<file path="config.mk">
export PLATFORM = sky130hd
export DESIGN_NAME = fmrt_ctrl
export DESIGN_NICKNAME = d
export VERILOG_FILES = /design/src/fmrt_pkg.sv /design/src/fmrt_ctrl.sv
export SDC_FILE = /design/constraint.sdc
export NUM_CORES = 1
export LEC_CHECK = 0
export BUFFER_PORTS_ARGS = -buffer_cell sky130_fd_sc_hd__buf_4
export CORE_UTILIZATION = 25
export CTS_BUF_LIST = sky130_fd_sc_hd__clkbuf_4 sky130_fd_sc_hd__clkbuf_8
export CTS_CLUSTER_DIAMETER = 30
export DETAILED_ROUTE_END_ITERATION = 8
export PLACE_DENSITY_LB_ADDON = 0.05
export SYNTH_ARGS = -nofsm -noshare
export SYNTH_HDL_FRONTEND = slang
export SYNTH_SLANG_ARGS = --single-unit
</file>
<file path="constraint.sdc">
create_clock -name clk -period 2.2 [get_ports clk]
set_clock_uncertainty 0.2 [all_clocks]
set_input_delay 0.55 -clock clk [delete_from_list [all_inputs] [get_ports clk]]
set_output_delay 0.55 -clock clk [all_outputs]
set_load 0.02 [all_outputs]
</file>
<file path="src/fmrt_pkg.sv">
package fmrt_pkg;

	// Table and position geometry.
	localparam int FRAGMENTS = 64;
	localparam int FRAG_IDX_W = 6;
	localparam int FRAG_CNT_W = 7;
	localparam int POS_W = 40;
	localparam int LEN_W = 15;
	localparam int MAX_READ_BYTES = 16384;
	localparam int WORD_W = 32;
	localparam int SBYTE_W = 9;
	localparam int CHUNK_W = 10;
	localparam int SECTOR_BYTES = 512;
	localparam int UNIT_SHIFT = 11;
	localparam int SECTOR_SHIFT = 9;
	localparam int UNIT_W = POS_W - UNIT_SHIFT;
	localparam int SECTOR_W = POS_W - SECTOR_SHIFT;
	localparam int AMT_W = 41;
	localparam int CFG_W = 40;

	// Input tdata layout, lowest field first.
	localparam int IN_DATA_W = 160;
	localparam int IN_IDX_LO = 0;
	localparam int IN_START_LO = 6;
	localparam int IN_LBA_LO = 38;
	localparam int IN_SIZE_LO = 70;
	localparam int IN_ORIGIN_LO = 102;
	localparam int IN_AMT_LO = 104;
	localparam int IN_LEN_LO = 145;

	// Output tdata width, padded to whole bytes.
	localparam int OUT_DATA_W = 104;

	// Item kinds carried on the input tuser.
	localparam logic [1:0] MODE_LOAD = 2'd0;
	localparam logic [1:0] MODE_SEEK = 2'd1;
	localparam logic [1:0] MODE_READ = 2'd2;

	// Seek origins.
	localparam logic [1:0] ORG_START = 2'd0;
	localparam logic [1:0] ORG_CURRENT = 2'd1;
	localparam logic [1:0] ORG_END = 2'd2;

	// Configuration register indexes.
	localparam logic REG_FRAG_COUNT = 1'b0;
	localparam logic REG_FILE_LENGTH = 1'b1;

	// Commands from the controller to the datapath.
	typedef struct packed {
		logic accept;
		logic look;
		logic test;
		logic out_load;
		logic out_single;
	} ctl_cmd_t;

	// Status from the datapath to the controller.
	typedef struct packed {
		logic start_read;
		logic match;
		logic search_end;
		logic last_chunk;
		logic out_free;
	} dp_sts_t;

endpackage

</file>
<file path="src/fmrt_ctrl.sv">
module fmrt_ctrl (
	input  logic               clk,
	input  logic               arst_n,
	input  logic               in_valid,
	output logic               in_ready,
	input  fmrt_pkg::dp_sts_t  sts,
	output fmrt_pkg::ctl_cmd_t cmd
);

	typedef enum logic [4:0] {
		ST_IDLE   = 5'b00001,
		ST_SINGLE = 5'b00010,
		ST_LOOK   = 5'b00100,
		ST_TEST   = 5'b01000,
		ST_EMIT   = 5'b10000
	} state_t;

	state_t state_q;
	state_t state_d;

	// Next state and command decode.
	always_comb begin
		state_d = state_q;
		cmd = '0;
		in_ready = 1'b0;
		case (state_q)
			ST_IDLE: begin
				in_ready = 1'b1;
				if (in_valid) begin
					cmd.accept = 1'b1;
					state_d = sts.start_read ? ST_LOOK : ST_SINGLE;
				end
			end
			ST_SINGLE: begin
				if (sts.out_free) begin
					cmd.out_single = 1'b1;
					state_d = ST_IDLE;
				end
			end
			ST_LOOK: begin
				cmd.look = 1'b1;
				state_d = ST_TEST;
			end
			ST_TEST: begin
				cmd.test = 1'b1;
				state_d = (sts.match || sts.search_end) ? ST_EMIT : ST_LOOK;
			end
			ST_EMIT: begin
				if (sts.out_free) begin
					cmd.out_load = 1'b1;
					state_d = sts.last_chunk ? ST_IDLE : ST_LOOK;
				end
			end
			default: begin
				state_d = ST_IDLE;
			end
		endcase
	end

	// State register.
	always_ff @(posedge clk or negedge arst_n) begin
		if (!arst_n) begin
			state_q <= ST_IDLE;
		end else begin
			state_q <= state_d;
		end
	end

endmodule

</file>
==> flow_summary.toml <==
[placement]
placed_area_um2 = 452.9
io_buffers = 13
dp_worst_setup_slack_ps = 170.8
gp_congestion = 0.8237

[grt]
busiest_layer = "met2"
grt_pass1_vias = 323
use_met1 = 0.1474
grt.met3_usage = 0.07514
grt_pass1_wl_um = 1421
grt.met2_usage = 0.2417
grt_start_max_net_pins = 8
grt_usage = 0.1535
antenna_found_initial = 0
grt-ovfl-total = 0

[routing]
drc = 0
vias = 360
drt_iter0_markers = 3
drt.antenna.violating_nets = 0
routed_wl_um = 871
wl_per_cell_um = 11.46
vias_per_cell = 4.737
drt_pass1_iterations = 4

[floorplan]
io-pin-count = 14
die-area_um2 = 1534
dieHeight_um = 39.17
die_x_um = 39.17
initial_utilization = 0.2687
fp-row-count = 13
coreArea_um2 = 1285

[timing]
rsz0062_at_grt = "yes"
timing.final.crit_share = 0.9828
setup_ws_ps = 37.92
maxSlewHeadroom = 0.6812
setup_viol = 0
fin_crit_ps = 2162
max_freq_ghz = 0.4625
maxSlewViolCount = 0
hold_viol_final = 0
setup_tns_ps = 0
tightestPinTransition_ps = 473.8

[cts]
numCtsBuffers = 3
tritoncts = "yes"
cts_root_buffer = "clkbuf_4"
cts_max_level = 1
clkLatencyLatePin_ps = 240
cts.clk_slew.worst_paths_ps = 40
clk_path_buf_depth = 2
cts_sinks = 5

[final_layout]
fin_nets = 70
top_register = "state_q"
largest_reg_flops = 5
antenna_cells = 0
drive_gt1_frac = 0.5410
reg_top3 = "state_q: 5 flops"
stdcell_area_um2 = 546.8
syn_to_final_growth_pct = 58.33

[synthesis]
synthTopCellsByArea = "dfrtp_1, dfstp_2, nor2_1, inv_1, nand2_1"
ys_seq_elements = 5
yosysSeqAreaShare = 0.3659
yosysWarnings = 0
syn_inst = 42
avgSynthCellArea_um2 = 8.222
synth_top_cell_by_area = "dfrtp_1"
synth_nets = 50
yosysTopAreaCellShare = 0.2899
syn_area_um2 = 345.3
yosysUniqueCellTypes = 27

[setup_path]
startpoint = "state_q[0]"
worstSetupPathType = "reg -> out"
cp-start-kind = "register"
r2r-start = "state_q[3]"
cp_max_fo = 5
worstPathRequired_ps = 1450
crit_path_end_kind = "primary output"
cp.arrival_ps = 1410

[status]
outcome = "finished clean"

[worst_hold_path]
holdCritStartpoint = "sts[0]"
hold_class = "in -> reg"

[run]
maxCapViolations = 0

[pwr]
ir_drop_uv = 355.1
leakage_nw = 0.2608
p_per_area_nw_per_um2 = 962.7
## path summary, 6_finish.rpt
path / cells after the start / slack (ps) / end
max: 4 / 40 / cmd[1]
min: 2 / 340 / state_q[4]
max reg2reg: 4 / 520 / state_q[2]
min reg2reg: 2 / 390 / state_q[4]
max in group asynchronous: 2 / 1160 / state_q[0]
min in group asynchronous: 2 / 450 / state_q[1]
## cells in the mapped netlist
cell and number:
dfstp_2 1, or4_4 1, o21ai_0 1, inv_1 4, nor3b_1 2, and2_1 1
nor3_1 1, o211ai_1 1, and3_2 1, and2_0 1, and3_1 1, xnor2_1 1
nor4_1 1, a21oi_1 1, o311a_1 1, dfrtp_1 4, nand2_1 4, a21o_1 1
buf_6 1, o22ai_1 1, nor3_2 1, or2_1 1, nand3_1 2, nand2b_1 1
a211oi_1 1, nor2_1 5, buf_2 1
## cell usage in the layout, fill, tap and decap left out, types with 2 or more instances in the layout
master,count
nand2_1,4
nor2_1,4
buf_4,15
clkbuf_4,4
inv_1,3
dfrtp_2,3
nand3_1,2
## routing by layer
| layer | up-vias | routed length, um |
|---|---|---|
| met2 | 8 | 481 |
| met3 | 0 | 34 |
| li1 | 183 | - |
| met1 | 169 | 355 |
| met4 | 0 | 0 |
| met5 | - | 0 |
## timing repair
item | 4_1_cts | 5_1_grt
endpoints found under the setup margin | 1 | 4
setup buffers | 0 | 2
pin swaps | 1 | 0
gates resized for setup | 2 | 9
hold endpoints to repair | 4 | 0
hold buffers | 1 | 0
gates cloned | 0 | 0
## critical path, stage by stage, from the launching register on
cell     delay, ps
dfstp_2        580
nor3_4          60
and3_2         230
and2_1         150
buf_4          150
## cell type report
class / instances / area, um2
multi-input combinational: 31 / 219.0
fill: 135 / 738.2
timing repair buffer: 17 / 133.9
tap: 15 / 18.77
clock buffer: 4 / 30.03
inverter: 4 / 15.01
sequential: 5 / 130.1
## stage by stage
stage	util	instances	power [mW]	hold WS (ps)
after detailed placement	0.3525	69	0.3586	152.9
final	0.4255	76	0.5264	341.2
after floorplan	-	42	0.2825	54.41
after global placement	0.3525	69	0.3576	151.3
after CTS	0.3885	74	0.4885	316.6
after global routing	0.4255	76	0.5717	330.3
## where the power goes
group,switching [mW],internal [mW]
clock,0.0379,0.0809
sequential,0.0371,0.122
combinational,0.118,0.130
total,0.193,0.333
## kinds of logic (layout without fill, tap and decap cells)
logic type                after synthesis  count (layout)  synth area share
AOI/OAI and AO/OA                       7               7            0.1413
xor gates and xnor gates                1               1           0.02537
buffers and inverters                   6              25           0.09055
DFF                                     5               5            0.3660
and+or+nand+nor                        23              23            0.3769
No activity file was read; power rests on OpenSTA's default activity.
